## src/hdl/email_address_checker_unit_assert.svh

```systemverilog
// Assertion macros for the email address checker.
// Each macro is empty when SYNTHESIS is defined.
`ifndef EMAIL_ADDRESS_CHECKER_UNIT_ASSERT_SVH
`define EMAIL_ADDRESS_CHECKER_UNIT_ASSERT_SVH
`ifndef SYNTHESIS
// Same-cycle implication, checked outside reset.
`define EAC_ASSERT_IMP(label, clk, rst_n, ante, cons, msg) \
  label: assert property (@(posedge clk) disable iff (!rst_n) (ante) |-> (cons)) \
    else $error(msg);
// Next-cycle implication, checked outside reset.
`define EAC_ASSERT_NXT(label, clk, rst_n, ante, cons, msg) \
  label: assert property (@(posedge clk) disable iff (!rst_n) (ante) |=> (cons)) \
    else $error(msg);
`else
`define EAC_ASSERT_IMP(label, clk, rst_n, ante, cons, msg)
`define EAC_ASSERT_NXT(label, clk, rst_n, ante, cons, msg)
`endif
`endif

```

## src/hdl/eac_pkg.sv

```systemverilog
`timescale 1ns / 1ps
// ----------------------------------------------------------------------------
// eac_pkg
// Shared types, character codes, reason codes and the verdict function of
// the email address checker.
// ----------------------------------------------------------------------------
package eac_pkg;

  // Character codes
  localparam logic [7:0] CH_SPACE = 8'h20;
  localparam logic [7:0] CH_TAB   = 8'h09;
  localparam logic [7:0] CH_LF    = 8'h0A;
  localparam logic [7:0] CH_VT    = 8'h0B;
  localparam logic [7:0] CH_FF    = 8'h0C;
  localparam logic [7:0] CH_CR    = 8'h0D;
  localparam logic [7:0] CH_AT    = 8'h40;
  localparam logic [7:0] CH_DOT   = 8'h2E;

  // Reason codes; lowest failing check wins
  localparam logic [2:0] REASON_OK         = 3'd0;
  localparam logic [2:0] REASON_BLANK      = 3'd1;
  localparam logic [2:0] REASON_INNER_WS   = 3'd2;
  localparam logic [2:0] REASON_AT_COUNT   = 3'd3;
  localparam logic [2:0] REASON_EMPTY_PART = 3'd4;
  localparam logic [2:0] REASON_EDGE_DOT   = 3'd5;
  localparam logic [2:0] REASON_NO_DOT     = 3'd6;

  // '@' counter saturates here
  localparam logic [1:0] AT_ONE = 2'd1;
  localparam logic [1:0] AT_SAT = 2'd2;

  // One input transaction held in the input stage
  typedef struct packed {
    logic [7:0] byte_value;
    logic       last;
  } eac_item_t;

  // Verdict of one address
  typedef struct packed {
    logic       valid_res;
    logic [2:0] reason;
  } eac_result_t;

  // Pipeline handshake between the input stage and the rest
  typedef struct packed {
    logic fire;   // stage item consumed this cycle
    logic load;   // consumed item is final, verdict goes to output
  } eac_ctrl_t;

  // Per-address scan flags
  typedef struct packed {
    logic       seen_content;
    logic       pending_space;
    logic       inner_space;
    logic [1:0] at_count;
    logic       at_was_first;
    logic       domain_started;
    logic       domain_first_dot;
    logic       domain_last_dot;
    logic       domain_has_dot;
  } eac_scan_t;

  // Space, tab, CR, LF: trimmed at both ends
  function automatic logic is_trim_blank(input logic [7:0] c);
    return (c == CH_SPACE) || (c == CH_TAB) || (c == CH_CR) || (c == CH_LF);
  endfunction

  // Priority-ordered checks over the flags
  function automatic logic [2:0] verdict(input eac_scan_t s);
    logic [2:0] r;
    if (!s.seen_content) begin
      r = REASON_BLANK;
    end else if (s.inner_space) begin
      r = REASON_INNER_WS;
    end else if (s.at_count != AT_ONE) begin
      r = REASON_AT_COUNT;
    end else if (s.at_was_first || !s.domain_started) begin
      r = REASON_EMPTY_PART;
    end else if (s.domain_first_dot || s.domain_last_dot) begin
      r = REASON_EDGE_DOT;
    end else if (!s.domain_has_dot) begin
      r = REASON_NO_DOT;
    end else begin
      r = REASON_OK;
    end
    return r;
  endfunction

endpackage

```

## src/hdl/eac_if.sv

```systemverilog
`timescale 1ns / 1ps
// ----------------------------------------------------------------------------
// eac_in_if / eac_out_if
// Valid/ready channels of the checker: address bytes in, verdicts out.
// ----------------------------------------------------------------------------
interface eac_in_if;
  logic       valid;
  logic       ready;
  logic [7:0] byte_value;
  logic       last;

  modport source (output valid, output byte_value, output last, input ready);
  modport sink   (input valid, input byte_value, input last, output ready);
endinterface

interface eac_out_if;
  logic       valid;
  logic       ready;
  logic       valid_res;
  logic [2:0] reason;

  modport source (output valid, output valid_res, output reason, input ready);
  modport sink   (input valid, input valid_res, input reason, output ready);
endinterface

```

## src/hdl/eac_in_stage.sv

```systemverilog
`timescale 1ns / 1ps
// ----------------------------------------------------------------------------
// eac_in_stage
// Input register. Holds one byte transaction and releases it when the
// output stage can take a verdict, or at once for a non-final byte.
// ----------------------------------------------------------------------------
module eac_in_stage (
  input  logic              clk,
  input  logic              rst_n,
  eac_in_if.sink            in_ch,
  input  logic              out_free,
  output eac_pkg::eac_item_t item,
  output eac_pkg::eac_ctrl_t ctrl
);

  logic               stg_valid_r;
  logic               stg_valid_nxt;
  eac_pkg::eac_item_t stg_item_r;
  logic               fire;
  logic               take;

  // Advance: non-final bytes never wait; final bytes need the result slot
  assign fire = stg_valid_r && (!stg_item_r.last || out_free);
  assign in_ch.ready = !stg_valid_r || fire;
  assign take = in_ch.valid && in_ch.ready;

  always_comb begin
    stg_valid_nxt = stg_valid_r;
    if (take) begin
      stg_valid_nxt = 1'b1;
    end else if (fire) begin
      stg_valid_nxt = 1'b0;
    end
  end

  always_ff @(posedge clk) begin
    if (!rst_n) begin
      stg_valid_r <= 1'b0;
    end else begin
      stg_valid_r <= stg_valid_nxt;
    end
  end

  // Payload, no reset
  always_ff @(posedge clk) begin
    if (take) begin
      stg_item_r.byte_value <= in_ch.byte_value;
      stg_item_r.last       <= in_ch.last;
    end
  end

  assign item      = stg_item_r;
  assign ctrl.fire = fire;
  assign ctrl.load = fire && stg_item_r.last;

endmodule

```

## src/hdl/eac_scan.sv

```systemverilog
`timescale 1ns / 1ps
// ----------------------------------------------------------------------------
// eac_scan
// Per-address flag registers. Updates the flags from one byte and forms
// the verdict from the updated flags; flags clear after a final byte.
// ----------------------------------------------------------------------------
module eac_scan (
  input  logic                clk,
  input  logic                rst_n,
  input  eac_pkg::eac_item_t  item,
  input  eac_pkg::eac_ctrl_t  ctrl,
  output eac_pkg::eac_result_t res
);

  eac_pkg::eac_scan_t scan_r;
  eac_pkg::eac_scan_t scan_nxt;
  logic               dot;
  logic [2:0]         code;

  // Flag update for one byte
  always_comb begin
    scan_nxt = scan_r;
    dot      = (item.byte_value == eac_pkg::CH_DOT);
    if (eac_pkg::is_trim_blank(item.byte_value)) begin
      if (scan_r.seen_content) begin
        scan_nxt.pending_space = 1'b1;
      end
    end else begin
      if (scan_r.pending_space) begin
        scan_nxt.inner_space = 1'b1;
      end
      scan_nxt.pending_space = 1'b0;
      // vertical tab and form feed are never trimmed
      if ((item.byte_value == eac_pkg::CH_VT) || (item.byte_value == eac_pkg::CH_FF)) begin
        scan_nxt.inner_space = 1'b1;
      end
      if (item.byte_value == eac_pkg::CH_AT) begin
        if (!scan_r.seen_content) begin
          scan_nxt.at_was_first = 1'b1;
        end
        if (scan_r.at_count != eac_pkg::AT_SAT) begin
          scan_nxt.at_count = scan_r.at_count + 2'd1;
        end
      end else if (scan_r.at_count == eac_pkg::AT_ONE) begin
        if (!scan_r.domain_started) begin
          scan_nxt.domain_first_dot = dot;
        end
        scan_nxt.domain_started  = 1'b1;
        scan_nxt.domain_last_dot = dot;
        if (dot) begin
          scan_nxt.domain_has_dot = 1'b1;
        end
      end
      scan_nxt.seen_content = 1'b1;
    end
  end

  always_ff @(posedge clk) begin
    if (!rst_n) begin
      scan_r <= '0;
    end else if (ctrl.fire) begin
      scan_r <= item.last ? '0 : scan_nxt;
    end
  end

  // Verdict from the flags including this byte
  assign code          = eac_pkg::verdict(scan_nxt);
  assign res.reason    = code;
  assign res.valid_res = (code == eac_pkg::REASON_OK);

endmodule

```

## src/hdl/eac_out_stage.sv

```systemverilog
`timescale 1ns / 1ps
// ----------------------------------------------------------------------------
// eac_out_stage
// Result register. Holds one verdict until the sink takes it; reports
// when a new verdict can be written.
// ----------------------------------------------------------------------------
module eac_out_stage (
  input  logic                 clk,
  input  logic                 rst_n,
  input  eac_pkg::eac_ctrl_t   ctrl,
  input  eac_pkg::eac_result_t res,
  output logic                 out_free,
  eac_out_if.source            out_ch
);

  logic                 out_valid_r;
  logic                 out_valid_nxt;
  eac_pkg::eac_result_t out_res_r;

  // Free when empty or being drained this cycle
  assign out_free = !out_valid_r || out_ch.ready;

  always_comb begin
    out_valid_nxt = out_valid_r;
    if (ctrl.load) begin
      out_valid_nxt = 1'b1;
    end else if (out_ch.ready) begin
      out_valid_nxt = 1'b0;
    end
  end

  always_ff @(posedge clk) begin
    if (!rst_n) begin
      out_valid_r <= 1'b0;
    end else begin
      out_valid_r <= out_valid_nxt;
    end
  end

  always_ff @(posedge clk) begin
    if (ctrl.load) begin
      out_res_r <= res;
    end
  end

  assign out_ch.valid     = out_valid_r;
  assign out_ch.valid_res = out_res_r.valid_res;
  assign out_ch.reason    = out_res_r.reason;

endmodule

```

## src/hdl/email_address_checker_unit.sv

```systemverilog
`timescale 1ns / 1ps
// ----------------------------------------------------------------------------
// email_address_checker_unit
// Streaming syntax checker for email addresses, one byte per transaction.
// ----------------------------------------------------------------------------
// Takes one address byte per cycle, with last set on the final byte, and
// gives one verdict (valid_res, reason) per address; the final byte is held
// in the input register and its verdict is then written into the result
// register. Sustained rate is one byte per cycle; a final byte waits in the
// input register only while the previous verdict is held by the sink.
// Leading and trailing space, tab, CR and LF are ignored. Reason codes:
// 0 ok, 1 blank, 2 inner whitespace, 3 not exactly one '@', 4 empty local or
// domain part, 5 domain starts or ends with '.', 6 domain has no '.'; the
// lowest failing code is reported. All flags clear after each final byte.
// ----------------------------------------------------------------------------
`include "email_address_checker_unit_assert.svh"

module email_address_checker_unit (
  input  logic       clk,
  input  logic       rst_n,
  eac_in_if.sink     in_ch,
  eac_out_if.source  out_ch
);

  eac_pkg::eac_item_t   item;
  eac_pkg::eac_ctrl_t   ctrl;
  eac_pkg::eac_result_t res;
  logic                 out_free;

  // Input register
  eac_in_stage u_in_stage (
    .clk      (clk),
    .rst_n    (rst_n),
    .in_ch    (in_ch),
    .out_free (out_free),
    .item     (item),
    .ctrl     (ctrl)
  );

  // Flag update and verdict
  eac_scan u_scan (
    .clk   (clk),
    .rst_n (rst_n),
    .item  (item),
    .ctrl  (ctrl),
    .res   (res)
  );

  // Result register
  eac_out_stage u_out_stage (
    .clk      (clk),
    .rst_n    (rst_n),
    .ctrl     (ctrl),
    .res      (res),
    .out_free (out_free),
    .out_ch   (out_ch)
  );

  // A verdict is only written into a free result register
  `EAC_ASSERT_IMP(a_load_free, clk, rst_n, ctrl.load, out_free, "verdict overwrote held result")
  // A written verdict is presented on the next cycle
  `EAC_ASSERT_NXT(a_load_shows, clk, rst_n, ctrl.load, out_ch.valid, "verdict not presented")
  // Accept flag agrees with the reason code
  `EAC_ASSERT_IMP(a_res_code, clk, rst_n, out_ch.valid,
    (out_ch.valid_res == (out_ch.reason == eac_pkg::REASON_OK)) &&
    (out_ch.reason <= eac_pkg::REASON_NO_DOT), "accept flag and reason disagree")

endmodule
```

## src/flat_wrapper.sv

```systemverilog
// flat-port wrapper written by rule: the top's interface ports become plain ports
module email_address_checker_unit_flat 
  (clk, rst_n, in_ch_valid, in_ch_byte_value, in_ch_last, in_ch_ready, out_ch_valid, out_ch_valid_res, out_ch_reason, out_ch_ready);
  eac_in_if in_ch_i ();
  eac_out_if out_ch_i ();
  input  logic clk;
  input  logic rst_n;
  input wire logic [$bits(in_ch_i.valid)-1:0] in_ch_valid;
  input wire logic [$bits(in_ch_i.byte_value)-1:0] in_ch_byte_value;
  input wire logic [$bits(in_ch_i.last)-1:0] in_ch_last;
  output wire logic [$bits(in_ch_i.ready)-1:0] in_ch_ready;
  output wire logic [$bits(out_ch_i.valid)-1:0] out_ch_valid;
  output wire logic [$bits(out_ch_i.valid_res)-1:0] out_ch_valid_res;
  output wire logic [$bits(out_ch_i.reason)-1:0] out_ch_reason;
  input wire logic [$bits(out_ch_i.ready)-1:0] out_ch_ready;
  assign in_ch_i.valid = in_ch_valid;
  assign in_ch_i.byte_value = in_ch_byte_value;
  assign in_ch_i.last = in_ch_last;
  assign in_ch_ready = in_ch_i.ready;
  assign out_ch_valid = out_ch_i.valid;
  assign out_ch_valid_res = out_ch_i.valid_res;
  assign out_ch_reason = out_ch_i.reason;
  assign out_ch_i.ready = out_ch_ready;
  email_address_checker_unit u_core (.clk(clk), .rst_n(rst_n), .in_ch(in_ch_i), .out_ch(out_ch_i));
endmodule
```

## config.mk

```make
export PLATFORM = sky130hd
export DESIGN_NAME = email_address_checker_unit_flat
export DESIGN_NICKNAME = d
export VERILOG_FILES = /design/src/hdl/eac_pkg.sv /design/src/hdl/eac_if.sv /design/src/hdl/eac_in_stage.sv /design/src/hdl/eac_scan.sv /design/src/hdl/eac_out_stage.sv /design/src/hdl/email_address_checker_unit.sv /design/src/flat_wrapper.sv
export VERILOG_INCLUDE_DIRS = /design/src /design/src/hdl
export SDC_FILE = /design/constraint.sdc
export NUM_CORES = 1
export LEC_CHECK = 0
export ABC_AREA = 1
export BUFFER_PORTS_ARGS = -buffer_cell sky130_fd_sc_hd__buf_2
export CAP_MARGIN = 10
export CORE_MARGIN = 2
export CORE_UTILIZATION = 55
export DETAILED_ROUTE_END_ITERATION = 8
export PLACE_DENSITY = 0.77
export REMOVE_ABC_BUFFERS = 1
export SLEW_MARGIN = 20
export SYNTH_ARGS = -nofsm -noshare
export SYNTH_HDL_FRONTEND = slang
export SYNTH_SLANG_ARGS = --single-unit
```

## constraint.sdc

```tcl
create_clock -name clk -period 1.9 [get_ports clk]
set_input_delay 0.19 -clock clk [delete_from_list [all_inputs] [get_ports clk]]
set_output_delay 0.19 -clock clk [all_outputs]
set_load 0.03 [all_outputs]
```

==> results.cfg <==
[outcome]
status = complete, but fails checks
violations = negative setup slack

[power]
peakVddDrop_mv = 0.554
leakagePower_nw = 0.656
power_density_nw_per_um2 = 608
p_total_mw = 0.930

[synth]
synth_simple_gate_area_share_pct = 32.9
yosysWarnings = 0
synthMuxAreaShare_pct = 0
synth_top_family_by_area = simple AND/OR/NAND/NOR gates
synth_fa_ha_area_share_pct = 1.91
synth_top_area_share_pct = 29.8
synth-seq-cells = 25
synth_area_leaders = edfxtp_1 30%, dfxtp_1 18%, nand2_1 13%
synth_cell_types = 23
synth_xor_area_share_pct = 0
synth_top_cell_by_area = edfxtp_1
syn_area_sq_um = 1310
ys_seq_area_share_pct = 48.2
synth_compound_area_share_pct = 8.70
avgSynthCellArea_sq_um = 7.79
syn_inst = 168

[place]
portBuffers = 18
place_congestion = 0.912
dp_hpwl_microns = 2080
pre_cts_ws_ns = 0.0426

[route]
drt-total-wl_microns = 2740
viasPerCell = 5.25
route.met3.wl_microns = 131
routed-wl-met2_microns = 1340
first_pass_iters = 4
drt_iter0_drc = 40
drcViolationCount = 0
ant_nets = 0
top_layer = met4
wl_met1_microns = 1230
wl_per_cell_microns = 12.3
vias = 1166

[global_routing]
antenna_found_initial = 0
grt_usage_pct = 21.4
grt_pass1_vias = 1024
grt_first_pass_wirelength_microns = 4310
grt_max_degree = 16
grt_overflow = 0

[sta]
fmax_mhz = 512
final_hold_viol_count = 0
grt_setup_unrepaired = true
post-route-period-util_pct = 103
period_needed_ns = 1.95
setup_viol = 2
drv_slew = 0
worst_slew_pin_slew_ns = 0.347
clock_skew_ns = 0.0135
worst_slack_ns = -0.0527
slew_headroom_pct = 76.8
tns_ns = -0.101

[hold_path]
hold_class = in -> reg
holdPathStages = 1

[clocking]
clk_pin_slew_ns = 0.15
h-tree-depth = 1
numCtsBuffers = 3
cts_root_buf = clkbuf_4
clk_latency_ns = 0.33
cts_tree = done
cts_sinks = 25
clock_path_buffers = 2

[final_layout]
final_nets = 210
drive_gt1_share_pct = 28.9
antenna_cells = 0
layout_common_cells = 37 x nand2_1, 25 x inv_1, 18 x buf_2
area_delta_synth_final_pct = 16.8
regArea_sq_um = 631
fillers = 191
multiInputGateArea_sq_um = 604
final_common_cell = nand2_1

[worst_setup_path]
cp-start-kind = flop
critPathCaptureType = flop
path_max_fanout = 7
arrival_ns = 2.06
rr_startpoint = u_core.u_in_stage.item[2]
ff2ff_setup_slack_ns = -0.05
crit_required_ns = 2.00
r2r-end = u_core.u_out_stage.out_ch.valid_res
critPathLaunch = u_core.u_in_stage.item[2]
endpoint = u_core.u_out_stage.out_ch.valid_res
critPathKind = reg -> reg
rr_worst_depth = 12

[floorplan]
placementRows = 17
die_y_microns = 52.8
io_pins = 19
die_area_sq_um = 2790
core_area_sq_um = 2230
die_x_microns = 52.8
start_util_pct = 58.6

[job]
maxCapViolations = 0
state kept, by name, indices dropped and copies added (netlist names):
register	count
u_core.u_in_stage.stg_valid_r	1
u_core.u_scan.scan_r	10
u_core.u_in_stage.item	9
u_core.u_out_stage.out_ch.reason	3
u_core.u_out_stage.out_ch.valid	1
u_core.u_out_stage.out_ch.valid_res	1
per-stage QoR:
step                      instance area (sq um)  hold slack, ns  util [%]  cells
after floorplan                            1310           0.289         -    168
after global placement                     1450           0.366      64.9    216
after detailed placement                   1450           0.369      64.9    216
after CTS                                  1480          0.0305      66.2    220
after global routing                       1530          0.0130      68.5    222
final                                      1530          0.0195      68.5    222
synth_stat cells:
master,count
a21oi_4,1
nand2_2,3
a211oi_1,1
nor2_2,4
o21ai_1,1
nand3_1,12
inv_1,26
nand4_1,4
nand3_2,1
a21oi_2,2
nand2_4,1
nor2_1,20
nor2_4,2
nand3b_1,1
nand2_1,44
nor3_1,2
inv_2,3
o21ai_0,3
ha_1,2
edfxtp_1,13
dfxtp_1,12
o211ai_1,1
a21oi_1,9
final cells by class:
class                           instances  share of cell area (%)
Timing Repair Buffer                   22                    7.86
Multi-Input combinational cell        114                    39.5
Inverter                               29                    7.12
Clock inverter                          1                   0.491
Sequential cell                        25                    41.2
Clock buffer                            3                    1.47
Tap cell                               28                    2.29
power by group:
group          leakage (nW)  switching, mW  internal [mW]  total (mW)
Sequential            0.213         0.0142          0.585       0.600
Clock                0.0139          0.171         0.0806       0.252
Combinational         0.429         0.0514         0.0269      0.0784
per-layer routing:
metal,vias to the layer above,global-route usage [%]
li1,588,-
met1,537,26.3
met2,36,37.5
met3,5,3.43
met4,0,7.69
met5,-,0
worst min-delay path by stage:
stage / startpoint / endpoint / slack [ns]
2_1_floorplan: in_ch_last / u_core.u_in_stage.item[0] / 0.29
3_3_place_gp: in_ch_byte_value[0] / u_core.u_in_stage.item[1] / 0.37
3_5_place_dp: in_ch_byte_value[5] / u_core.u_in_stage.item[6] / 0.37
4_1_cts: in_ch_byte_value[5] / u_core.u_in_stage.item[6] / 0.03
5_1_grt: in_ch_last / u_core.u_in_stage.item[0] / 0.01
6_report: in_ch_byte_value[5] / u_core.u_in_stage.item[6] / 0.02
worst max-delay path, cell delays in order (launching register included):
cell      delay (ns)
edfxtp_1        0.49
inv_2           0.09
nor2_1          0.05
nand2_1         0.10
nand2_2         0.08
a21oi_4         0.30
nand4_1         0.18
nand2_2         0.12
nand3_2         0.08
nand2_2         0.08
nand2_2         0.05
nand2_2         0.06
nor2_2          0.03
logic make-up after synthesis:
logic type / after synthesis
DFF: 25
buffers and inverters: 29
AOI/OAI and AO/OA: 18
adders and majority gates: 2
and+or+nand+nor: 94
timing repair:
item | CTS | global route
buffers inserted | 0 | 2
hold buffers | 0 | 0
setup endpoints to repair | 0 | 3
resized for setup | 0 | 13
No activity file was read; power rests on OpenSTA's default activity.
